===== src/hw/rtl/stfr_pkg.sv =====
package stfr_pkg;

    localparam int PACKET_MAX_DEF = 256;

    localparam int BYTE_W = 8;
    localparam int TICK_W = 16;

    localparam logic [BYTE_W-1:0] START_BYTE = 8'h55;
    localparam logic [BYTE_W-1:0] END_BYTE   = 8'h04;
    localparam logic [BYTE_W-1:0] ESC_BYTE   = 8'h05;

    localparam logic [TICK_W-1:0] RELOAD_RESET = 16'd500;

    typedef enum logic [1:0] {
        KIND_BYTE = 2'd0,
        KIND_TICK = 2'd1,
        KIND_READ = 2'd2
    } t_kind;

    typedef enum logic [2:0] {
        ST_NONE   = 3'd0,
        ST_DONE   = 3'd1,
        ST_CSUM   = 3'd2,
        ST_OVFL   = 3'd3,
        ST_TOUT   = 3'd4,
        ST_SYNTAX = 3'd5
    } t_status;

    typedef enum logic [1:0] {
        PH_IDLE  = 2'd0,
        PH_START = 2'd1,
        PH_DATA  = 2'd2,
        PH_ESC   = 2'd3
    } t_phase;

endpackage


===== src/hw/rtl/stfr_if.sv =====
interface stfr_in_if #(
    parameter int LEN_W = $clog2(stfr_pkg::PACKET_MAX_DEF + 2)
);
    logic                          valid;
    logic                          ready;
    stfr_pkg::t_kind               kind;
    logic [stfr_pkg::BYTE_W-1:0]   rx_byte;
    logic [LEN_W-1:0]              read_index;

    modport source (output valid, kind, rx_byte, read_index, input ready);
    modport sink   (input valid, kind, rx_byte, read_index, output ready);
endinterface

interface stfr_out_if #(
    parameter int LEN_W = $clog2(stfr_pkg::PACKET_MAX_DEF + 2)
);
    logic                          valid;
    logic                          ready;
    stfr_pkg::t_status             status;
    logic [LEN_W-1:0]              packet_length;
    logic [stfr_pkg::BYTE_W-1:0]   read_data;
    logic                          in_frame;

    modport source (output valid, status, packet_length, read_data, in_frame, input ready);
    modport sink   (input valid, status, packet_length, read_data, in_frame, output ready);
endinterface


===== src/hw/rtl/stuffed_frame_receiver.sv =====
// Byte-stuffed frame receiver.
//
// Input channel i_in carries one request per item: a received byte, a timer
// tick, or a read of the packet store. Output channel o_out returns exactly
// one result per request: status, frame length (with done), stored byte (for
// reads) and whether a frame is still open afterwards.
//
// Throughput: one request per cycle while o_out is not held off. Frame
// state (phase, sum, count, timer) is updated in the accept cycle; the
// packet store is a single memory with one write port (data byte) and one
// registered read port (store read). A result passes through the store read
// stage and then the output register before it is on o_out.
//
// Stall: when o_out is held off, one further request is still taken into
// the read stage; after that i_in.ready drops until the output drains.
// Reset (synchronous, i_rst_n low): phase idle, sum and count zero, timer
// and timeout_reload back to 500, pipeline empty. The store is not cleared;
// it holds whatever was last written. i_cfg_we writes timeout_reload.
module stuffed_frame_receiver #(
    parameter int PACKET_MAX = stfr_pkg::PACKET_MAX_DEF
) (
    input  logic                          i_clk,
    input  logic                          i_rst_n,
    input  logic                          i_cfg_we,
    input  logic [stfr_pkg::TICK_W-1:0]   i_cfg_data,
    stfr_in_if.sink                       i_in,
    stfr_out_if.source                    o_out
);

    localparam int LEN_W  = $clog2(PACKET_MAX + 2);
    localparam int ADDR_W = $clog2(PACKET_MAX + 1);
    localparam int DEPTH  = PACKET_MAX + 1;
    localparam logic [LEN_W-1:0] COUNT_FULL = LEN_W'(PACKET_MAX + 1);
    localparam logic [LEN_W-1:0] INDEX_MAX  = LEN_W'(PACKET_MAX);

    // Frame state
    stfr_pkg::t_phase                 r_phase, n_phase;
    logic [stfr_pkg::BYTE_W-1:0]      r_sum, n_sum;
    logic [LEN_W-1:0]                 r_count, n_count;
    logic [stfr_pkg::TICK_W-1:0]      r_ticks, n_ticks;
    logic [stfr_pkg::TICK_W-1:0]      r_reload;

    // Packet store
    logic [stfr_pkg::BYTE_W-1:0]      mem [DEPTH];
    logic [stfr_pkg::BYTE_W-1:0]      r_mem_q;

    // Read stage
    logic                             r_s1_valid;
    stfr_pkg::t_status                r_s1_status;
    logic [LEN_W-1:0]                 r_s1_length;
    logic                             r_s1_rd;
    logic                             r_s1_in_frame;

    // Output register
    logic                             r_s2_valid;
    stfr_pkg::t_status                r_s2_status;
    logic [LEN_W-1:0]                 r_s2_length;
    logic [stfr_pkg::BYTE_W-1:0]      r_s2_data;
    logic                             r_s2_in_frame;

    logic                             w_accept;
    logic                             w_s1_move;
    logic                             w_full;
    logic                             w_is_byte;
    logic                             w_is_tick;
    logic [stfr_pkg::TICK_W-1:0]      w_ticks_dec;
    stfr_pkg::t_status                w_status;
    logic [LEN_W-1:0]                 w_length;
    logic                             w_we;
    logic                             w_rd;

    // Handshake: the read stage drains into the output register whenever
    // that register is empty or being taken.
    assign w_s1_move   = r_s1_valid && (!r_s2_valid || o_out.ready);
    assign i_in.ready  = !r_s1_valid || w_s1_move;
    assign w_accept    = i_in.valid && i_in.ready;

    assign w_is_byte   = (i_in.kind == stfr_pkg::KIND_BYTE);
    assign w_is_tick   = (i_in.kind == stfr_pkg::KIND_TICK);
    assign w_full      = (r_count >= COUNT_FULL);
    assign w_ticks_dec = r_ticks - stfr_pkg::TICK_W'(1);

    // Next phase of the frame state machine
    always_comb begin
        n_phase = r_phase;
        if (w_is_byte) begin
            unique case (r_phase)
                stfr_pkg::PH_IDLE: begin
                    if (i_in.rx_byte == stfr_pkg::START_BYTE) n_phase = stfr_pkg::PH_START;
                end
                stfr_pkg::PH_START: begin
                    if (i_in.rx_byte == stfr_pkg::START_BYTE) n_phase = stfr_pkg::PH_DATA;
                end
                stfr_pkg::PH_DATA: begin
                    if (i_in.rx_byte == stfr_pkg::START_BYTE) begin
                        n_phase = stfr_pkg::PH_DATA;
                    end else if (i_in.rx_byte == stfr_pkg::END_BYTE) begin
                        n_phase = stfr_pkg::PH_IDLE;
                    end else if (i_in.rx_byte == stfr_pkg::ESC_BYTE) begin
                        n_phase = stfr_pkg::PH_ESC;
                    end else begin
                        n_phase = w_full ? stfr_pkg::PH_IDLE : stfr_pkg::PH_DATA;
                    end
                end
                stfr_pkg::PH_ESC: begin
                    n_phase = w_full ? stfr_pkg::PH_IDLE : stfr_pkg::PH_DATA;
                end
                default: n_phase = r_phase;
            endcase
        end else if (w_is_tick) begin
            if (r_phase != stfr_pkg::PH_IDLE && w_ticks_dec == '0) begin
                n_phase = stfr_pkg::PH_IDLE;
            end
        end
    end

    // Sum, count, timer, store write and result of this request
    always_comb begin
        n_sum    = r_sum;
        n_count  = r_count;
        n_ticks  = r_ticks;
        w_status = stfr_pkg::ST_NONE;
        w_length = '0;
        w_we     = 1'b0;
        w_rd     = 1'b0;
        unique case (i_in.kind)
            stfr_pkg::KIND_BYTE: begin
                n_ticks = r_reload;
                unique case (r_phase)
                    stfr_pkg::PH_IDLE: begin
                    end
                    stfr_pkg::PH_START: begin
                        if (i_in.rx_byte == stfr_pkg::START_BYTE) begin
                            n_sum   = '0;
                            n_count = '0;
                        end else begin
                            w_status = stfr_pkg::ST_SYNTAX;
                        end
                    end
                    stfr_pkg::PH_DATA, stfr_pkg::PH_ESC: begin
                        if (r_phase == stfr_pkg::PH_DATA
                                && i_in.rx_byte == stfr_pkg::START_BYTE) begin
                            n_sum   = '0;
                            n_count = '0;
                        end else if (r_phase == stfr_pkg::PH_DATA
                                && i_in.rx_byte == stfr_pkg::END_BYTE) begin
                            if (r_sum == '0) begin
                                w_status = stfr_pkg::ST_DONE;
                                w_length = r_count;
                            end else begin
                                w_status = stfr_pkg::ST_CSUM;
                            end
                        end else if (r_phase == stfr_pkg::PH_DATA
                                && i_in.rx_byte == stfr_pkg::ESC_BYTE) begin
                        end else if (w_full) begin
                            w_status = stfr_pkg::ST_OVFL;
                        end else begin
                            n_sum   = r_sum + i_in.rx_byte;
                            n_count = r_count + LEN_W'(1);
                            w_we    = 1'b1;
                        end
                    end
                    default: begin
                    end
                endcase
            end
            stfr_pkg::KIND_TICK: begin
                if (r_phase != stfr_pkg::PH_IDLE) begin
                    n_ticks = w_ticks_dec;
                    if (w_ticks_dec == '0) w_status = stfr_pkg::ST_TOUT;
                end
            end
            stfr_pkg::KIND_READ: begin
                w_rd = (i_in.read_index <= INDEX_MAX);
            end
            default: begin
            end
        endcase
    end

    // Frame state registers; advance only on an accepted request
    always_ff @(posedge i_clk) begin
        if (!i_rst_n) begin
            r_phase  <= stfr_pkg::PH_IDLE;
            r_sum    <= '0;
            r_count  <= '0;
            r_ticks  <= stfr_pkg::RELOAD_RESET;
            r_reload <= stfr_pkg::RELOAD_RESET;
        end else begin
            if (w_accept) begin
                r_phase <= n_phase;
                r_sum   <= n_sum;
                r_count <= n_count;
                r_ticks <= n_ticks;
            end
            if (i_cfg_we) r_reload <= i_cfg_data;
        end
    end

    // Packet store: write the data byte at the fill position, read on store
    // requests. Reads and writes come from different requests, so one edge
    // never carries both and a read always sees earlier writes.
    always_ff @(posedge i_clk) begin
        if (w_accept && w_we) mem[r_count[ADDR_W-1:0]] <= i_in.rx_byte;
        if (w_accept && w_rd) r_mem_q <= mem[i_in.read_index[ADDR_W-1:0]];
    end

    // Read stage
    always_ff @(posedge i_clk) begin
        if (!i_rst_n) begin
            r_s1_valid <= 1'b0;
        end else if (w_accept) begin
            r_s1_valid <= 1'b1;
        end else if (w_s1_move) begin
            r_s1_valid <= 1'b0;
        end
    end

    always_ff @(posedge i_clk) begin
        if (w_accept) begin
            r_s1_status   <= w_status;
            r_s1_length   <= w_length;
            r_s1_rd       <= w_rd;
            r_s1_in_frame <= (n_phase != stfr_pkg::PH_IDLE);
        end
    end

    // Output register; hold while the sink stalls
    always_ff @(posedge i_clk) begin
        if (!i_rst_n) begin
            r_s2_valid <= 1'b0;
        end else if (w_s1_move) begin
            r_s2_valid <= 1'b1;
        end else if (o_out.ready) begin
            r_s2_valid <= 1'b0;
        end
    end

    always_ff @(posedge i_clk) begin
        if (w_s1_move) begin
            r_s2_status   <= r_s1_status;
            r_s2_length   <= r_s1_length;
            r_s2_data     <= r_s1_rd ? r_mem_q : '0;
            r_s2_in_frame <= r_s1_in_frame;
        end
    end

    assign o_out.valid         = r_s2_valid;
    assign o_out.status        = r_s2_status;
    assign o_out.packet_length = r_s2_length;
    assign o_out.read_data     = r_s2_data;
    assign o_out.in_frame      = r_s2_in_frame;

`ifndef SYNTHESIS
    // Store writes stay inside the store
    a_write_in_range: assert property (@(posedge i_clk) disable iff (!i_rst_n)
        (w_accept && w_we) |-> (r_count < COUNT_FULL))
        else $error("store write beyond last entry");

    // Every ending status leaves the receiver idle
    a_end_idle: assert property (@(posedge i_clk) disable iff (!i_rst_n)
        (r_s2_valid && (r_s2_status == stfr_pkg::ST_DONE
            || r_s2_status == stfr_pkg::ST_CSUM
            || r_s2_status == stfr_pkg::ST_OVFL
            || r_s2_status == stfr_pkg::ST_TOUT)) |-> !r_s2_in_frame)
        else $error("frame still open after ending status");

    // Both stages full and sink stalled: take no new request
    a_full_backpressure: assert property (@(posedge i_clk) disable iff (!i_rst_n)
        (r_s1_valid && r_s2_valid && !o_out.ready) |-> !i_in.ready)
        else $error("request taken with pipeline full");

    // A reported length never exceeds the store depth
    a_length_bound: assert property (@(posedge i_clk) disable iff (!i_rst_n)
        (r_s2_valid && r_s2_status == stfr_pkg::ST_DONE) |-> (r_s2_length <= COUNT_FULL))
        else $error("frame length beyond store depth");
`endif

endmodule

===== src/flat_wrapper.sv =====
// flat-port wrapper written by rule: the top's interface ports become plain ports
module stuffed_frame_receiver_flat 
#(
    parameter int PACKET_MAX = stfr_pkg::PACKET_MAX_DEF
)
  (i_clk, i_rst_n, i_cfg_we, i_cfg_data, i_in_valid, i_in_kind, i_in_rx_byte, i_in_read_index, i_in_ready, o_out_valid, o_out_status, o_out_packet_length, o_out_read_data, o_out_in_frame, o_out_ready);
  stfr_in_if i_in_i ();
  stfr_out_if o_out_i ();
  input  logic i_clk;
  input  logic i_rst_n;
  input  logic i_cfg_we;
  input  logic [stfr_pkg::TICK_W-1:0] i_cfg_data;
  input wire logic [$bits(i_in_i.valid)-1:0] i_in_valid;
  input wire logic [$bits(i_in_i.kind)-1:0] i_in_kind;
  input wire logic [$bits(i_in_i.rx_byte)-1:0] i_in_rx_byte;
  input wire logic [$bits(i_in_i.read_index)-1:0] i_in_read_index;
  output wire logic [$bits(i_in_i.ready)-1:0] i_in_ready;
  output wire logic [$bits(o_out_i.valid)-1:0] o_out_valid;
  output wire logic [$bits(o_out_i.status)-1:0] o_out_status;
  output wire logic [$bits(o_out_i.packet_length)-1:0] o_out_packet_length;
  output wire logic [$bits(o_out_i.read_data)-1:0] o_out_read_data;
  output wire logic [$bits(o_out_i.in_frame)-1:0] o_out_in_frame;
  input wire logic [$bits(o_out_i.ready)-1:0] o_out_ready;
  assign i_in_i.valid = i_in_valid;
  assign i_in_i.kind = i_in_kind;
  assign i_in_i.rx_byte = i_in_rx_byte;
  assign i_in_i.read_index = i_in_read_index;
  assign i_in_ready = i_in_i.ready;
  assign o_out_valid = o_out_i.valid;
  assign o_out_status = o_out_i.status;
  assign o_out_packet_length = o_out_i.packet_length;
  assign o_out_read_data = o_out_i.read_data;
  assign o_out_in_frame = o_out_i.in_frame;
  assign o_out_i.ready = o_out_ready;
  stuffed_frame_receiver #(.PACKET_MAX(PACKET_MAX)) u_core (.i_clk(i_clk), .i_rst_n(i_rst_n), .i_cfg_we(i_cfg_we), .i_cfg_data(i_cfg_data), .i_in(i_in_i), .o_out(o_out_i));
endmodule

===== config.mk =====
export PLATFORM = sky130hd
export DESIGN_NAME = stuffed_frame_receiver_flat
export DESIGN_NICKNAME = d
export VERILOG_FILES = /design/src/hw/rtl/stfr_pkg.sv /design/src/hw/rtl/stfr_if.sv /design/src/hw/rtl/stuffed_frame_receiver.sv /design/src/flat_wrapper.sv
export SDC_FILE = /design/constraint.sdc
export NUM_CORES = 2
export LEC_CHECK = 0
export BUFFER_PORTS_ARGS = -buffer_cell sky130_fd_sc_hd__buf_4
export CORE_ASPECT_RATIO = 1.75
export CORE_MARGIN = 2
export CORE_UTILIZATION = 30
export CTS_BUF_LIST = sky130_fd_sc_hd__clkbuf_4
export DETAILED_ROUTE_END_ITERATION = 8
export PLACE_DENSITY = 0.51
export SYNTH_ARGS = -nofsm -noshare
export SYNTH_HDL_FRONTEND = slang
export SYNTH_SLANG_ARGS = --single-unit

===== constraint.sdc =====
create_clock -name i_clk -period 3.4 [get_ports i_clk]
set_clock_uncertainty 0.1 [all_clocks]
set_input_delay 0.34 -clock i_clk [delete_from_list [all_inputs] [get_ports i_clk]]
set_output_delay 0.34 -clock i_clk [all_outputs]
set_load 0.01 [all_outputs]

==> out/qor.log <==
INFO  route          num_vias=46.0k
INFO  sta            hold_ws=0.136ns
INFO  finish         synthesis_to_layout_area_growth=19.6%
INFO  logic_synthesis synth_ff_type=edfxtp_1
INFO  sta            max_slew.worst_pin.slew=1.20ns
INFO  clock_network  numCtsBuffers=467
INFO  finish         filler_cell_count=26.6k
INFO  sta            post-route-period-util=0.995
INFO  logic_synthesis synthCells=4,186
INFO  power_and_ir_drop power_leakage=32.3nW
INFO  power_and_ir_drop swShare=0.234
INFO  sta            setup_viol=0
INFO  finish         final_layout_net_count=5,167
INFO  sta            post-route-min-period=3.38ns
INFO  placement      placement.cell_area=93,800µm²
INFO  critical_path  critical_path.endpoint_type=flop
INFO  finish         layout.area.seq=64,100µm²
INFO  global_routing antenna_found_initial=13
INFO  critical_path  worst-setup-path-type=reg -> reg
INFO  logic_synthesis yosysUniqueCellTypes=82
INFO  power_and_ir_drop vdd_drop_max=0.000270V
INFO  sta            layout_setup_ws=0.0164ns
INFO  floorplan      start_util=0.301
INFO  logic_synthesis ys_async_sr_fraction=0
INFO  route          drt-vias-per-instance=4.98
INFO  logic_synthesis synth.top_cell.area_share=0.744
INFO  logic_synthesis post_synth_main_area_contributors=edfxtp_1, mux4_2, mux2i_1, nor2_1, dfxtp_1
INFO  clock_network  clk_latency=1.36ns
INFO  finish         multi_input_comb_area=19,900µm²
INFO  global_routing grt_pass1_vias=49.1k
INFO  critical_path  worst_ep_arrival_time=4.19ns
INFO  global_routing first_pass_grt_wire_length=369,000µm
INFO  power_and_ir_drop power.clock.fraction=0.376
INFO  flow_run       max_cap_violations=0
INFO  placement      gpl.final_weighted_congestion=0.843
INFO  critical_path  worst_path_most_repeated_cell=buf_4
INFO  critical_path  worstSetupStartpointType=flop
INFO  sta            max_clock_freq=296MHz
INFO  logic_synthesis seq_area_frac_synth=0.757
INFO  clock_network  total_number_of_clock_tree_sinks=2,152
INFO  route          postRouteWirelength=262,000µm
INFO  clock_network  cts-root-buf=clkbuf_4
INFO  floorplan      die_area=287,000µm²
INFO  route          drt-initial-drc-count=3,833
INFO  critical_path  cp_cell_sequence=inv_1 > ha_1 > nor4_1 > a31oi_1 > or4_1 > buf_4 > buf_4 > or2_2 > nor2_2
INFO  global_routing maximum_number_of_pins_on_one_net_before_global_route_repair=170
INFO  logic_synthesis synth_area_per_cell=20.2µm²
INFO  logic_synthesis edff_count_synth=2,099
INFO  route          drt_drc_violations_left=0
INFO  logic_synthesis synth.cell_area=84,700µm²
INFO  critical_path  critPathSlowestCell=or2_2
INFO  sta            timing.max_slew.rel_slack=0.198
INFO  global_routing grtUsageTotal=0.181
INFO  sta            setup_repair_after_global_routing_missed_its_margin=true
INFO  floorplan      io-pin-count=63
INFO  critical_path  worst-endpoint-required=4.21ns
INFO  finish         proportion_of_layout_cells_with_a_drive_suffix_above_1=0.376
INFO  logic_synthesis yosys_register_bits=2,152
INFO  clock_network  clk_pin_slew_worst_paths=0.07ns
INFO  finish         final_core_utilization=0.360
INFO  critical_path  path_max_fanout=14
INFO  power_and_ir_drop seq_power_share=0.560
INFO  logic_synthesis yosysTopAreaCell=edfxtp_1
INFO  power_and_ir_drop switchingPower=0.0122W
INFO  power_and_ir_drop pwr_dens=513nW/µm²
INFO  finish         design_area=101,000µm²
INFO  floorplan      die_y=707µm
INFO  logic_synthesis yosysWarningCount=0
INFO  sta            timing_max_transition_violations_final=0
INFO  clock_network  cts_max_path_buffers=4
INFO  power_and_ir_drop internal_power_component=0.0398W
INFO  critical_path  slowest_delay=0.53ns
INFO  placement      dpl.hpwl=175,000µm
INFO  clock_network  cts_tree=yes
INFO  floorplan      die_w=406µm
INFO  floorplan      core.rowCount=258
INFO  placement      pre_cts_ws=-0.720ns
INFO  hold_path      hold_class=in -> reg
INFO  route          antenna_left=0
INFO  status         outcome=finished clean
INFO  route          drt-wirelength-per-cell=28.4µm
INFO  clock_network  htreeDepth=5
INFO  placement      count_of_input_and_output_buffers=62
INFO  sta            report.final.hold_viol_count=0
INFO  global_routing gr-total-overflow=0
INFO  route          dr.pass1.iters=5
INFO  floorplan      coreArea=281,000µm²
INFO  power_and_ir_drop combPwrFrac=0.063
INFO  logic_synthesis synth_nets=4,240
-- worst max-delay path: cells and delay by family, from the launching register on --
| family | cells | cell delay, ns |
|---|---|---|
| buffers and inverters | 3 | 0.39 |
| AND/OR/NAND/NOR | 4 | 1.73 |
| flip-flops | 1 | 0.34 |
| AO/OA/AOI/OAI | 1 | 0.16 |
| adder cells (fa/ha/maj) | 1 | 0.19 |
-- power by group through the flow --
| stage | Clock, W | Sequential, W | Combinational (W) |
|---|---|---|---|
| 2_1_floorplan | 0 | 0.0297 | 0.00139 |
| 3_3_place_gp | 0 | 0.0297 | 0.00319 |
| 3_5_place_dp | 0 | 0.0297 | 0.00322 |
| 4_1_cts | 0.0202 | 0.0291 | 0.00334 |
| 5_1_grt | 0.0213 | 0.0291 | 0.00345 |
| 6_report | 0.0196 | 0.0291 | 0.00330 |
-- cell families (layout without fill, tap and decap cells) --
kind of cell / count (synthesis) / in the layout / share of synthesized area
other: 0 / 5 / 0
adders and majority gates: 14 / 14 / 0.00216
buffers and inverters: 268 / 1533 / 0.0167
DFF: 2152 / 2152 / 0.757
muxes: 695 / 695 / 0.154
and+or+nand+nor: 661 / 661 / 0.0367
AOI/OAI and AO/OA: 380 / 380 / 0.0317
xor gates and xnor gates: 16 / 16 / 0.00165
-- area by class of cell --
class,count,area share
sequential,2152,0.633
timing repair buffer,707,0.0667
clock buffer,661,0.0490
tap,3770,0.0466
antenna,5,0.000123
inverter,19,0.000704
multi-input combinational,1766,0.197
clock inverter,146,0.00782
-- per-layer routing --
layer  share of wire  up-vias  GRT usage
met3           0.051      502     0.0299
met4           0.054        8     0.0903
li1                -    19500          -
met2            0.54     1587      0.335
met5         0.00019        -          0
met1            0.35    24400      0.198
-- state kept, by name (all words and copies together), names as in the netlist --
signal and flops:
u_core.r_s1_in_frame 1, u_core.mem 2056, u_core.r_sum 8, u_core.o_out.packet_length 9, u_core.r_phase 2, u_core.r_reload 16, u_core.o_out.in_frame 1, u_core.r_s1_status 3
u_core.r_count 9, u_core.o_out.status 3, u_core.r_s1_length 9, u_core.r_ticks 16, u_core.r_s1_rd 1, u_core.o_out.valid 1, u_core.r_mem_q 8, u_core.o_out.read_data 8
u_core.r_s1_valid 1
-- metrics by stage --
step | setup TNS (ns) | std cells | total power [W]
CTS | -8.73 | 9220 | 0.0526
global route | -6.12 | 9226 | 0.0539
finish | 0 | 9226 | 0.0520
global placement | -130.97 | 8304 | 0.0329
detailed placement | -113.42 | 8304 | 0.0329
floorplan | 0 | 4186 | 0.0311
-- cells in the mapped netlist (34+ instances only) --
| library cell | count |
|---|---|
| buf_4 | 40 |
| mux2i_1 | 178 |
| nor2b_1 | 49 |
| o21ai_0 | 37 |
| buf_2 | 75 |
| dfxtp_1 | 53 |
| a22oi_1 | 63 |
| nor2_1 | 318 |
| edfxtp_1 | 2099 |
| nand2_1 | 96 |
| o22ai_1 | 34 |
| clkbuf_1 | 96 |
| a21oi_1 | 64 |
| mux4_2 | 486 |
| nand3_1 | 51 |
-- final timing paths --
kind | cells after the start | start | to | slack (ns)
worst max-delay path | 9 | u_core.r_count[1]$_SDFFE_PN0P_ | u_core.mem[108][1]$_DFFE_PP_ | 0.02
worst min-delay path | 5 | i_in_read_index[8] | u_core.r_mem_q[4]$_DFFE_PP_ | 0.14
worst max register to register | 9 | u_core.r_count[1]$_SDFFE_PN0P_ | u_core.mem[108][1]$_DFFE_PP_ | 0.02
worst min register to register | 0 | u_core.r_s1_length[1]$_SDFFCE_PP0P_ | u_core.o_out.packet_length[1]$_DFFE_PP_ | 0.31
-- timing repair --
action,in CTS,in global routing
buffers inserted,0,1
hold buffers,109,0
setup endpoints to repair,709,758
pin swaps,0,1
hold endpoints to repair,1138,0
resized for setup,87,143
-- cells in the final DEF, fill, tap and decap left out, types with 9 or more instances in the layout --
master	n
edfxtp_1	2099
clkbuf_4	661
buf_4	496
mux4_2	486
mux2i_1	178
nor2_2	151
nor2_1	130
clkinv_1	108
dlygate4sd3_1	108
nand2_1	95
buf_12	86
a21oi_1	64
a22oi_1	63
dfxtp_1	53
nand3_1	49
nor2b_1	44
nor2_4	39
o21ai_0	37
o22ai_1	34
mux2_2	31
nor3_1	27
a211oi_1	24
and2_1	23
a221oi_1	22
clkinv_2	19
nor4_1	17
o211ai_1	17
inv_1	16
a31oi_1	16
a22o_1	15
or2_2	14
xnor2_1	14
ha_1	13
nand2b_1	12
o221ai_1	10
buf_8	10
o31ai_1	9
(Power assumes the default switching activity.)
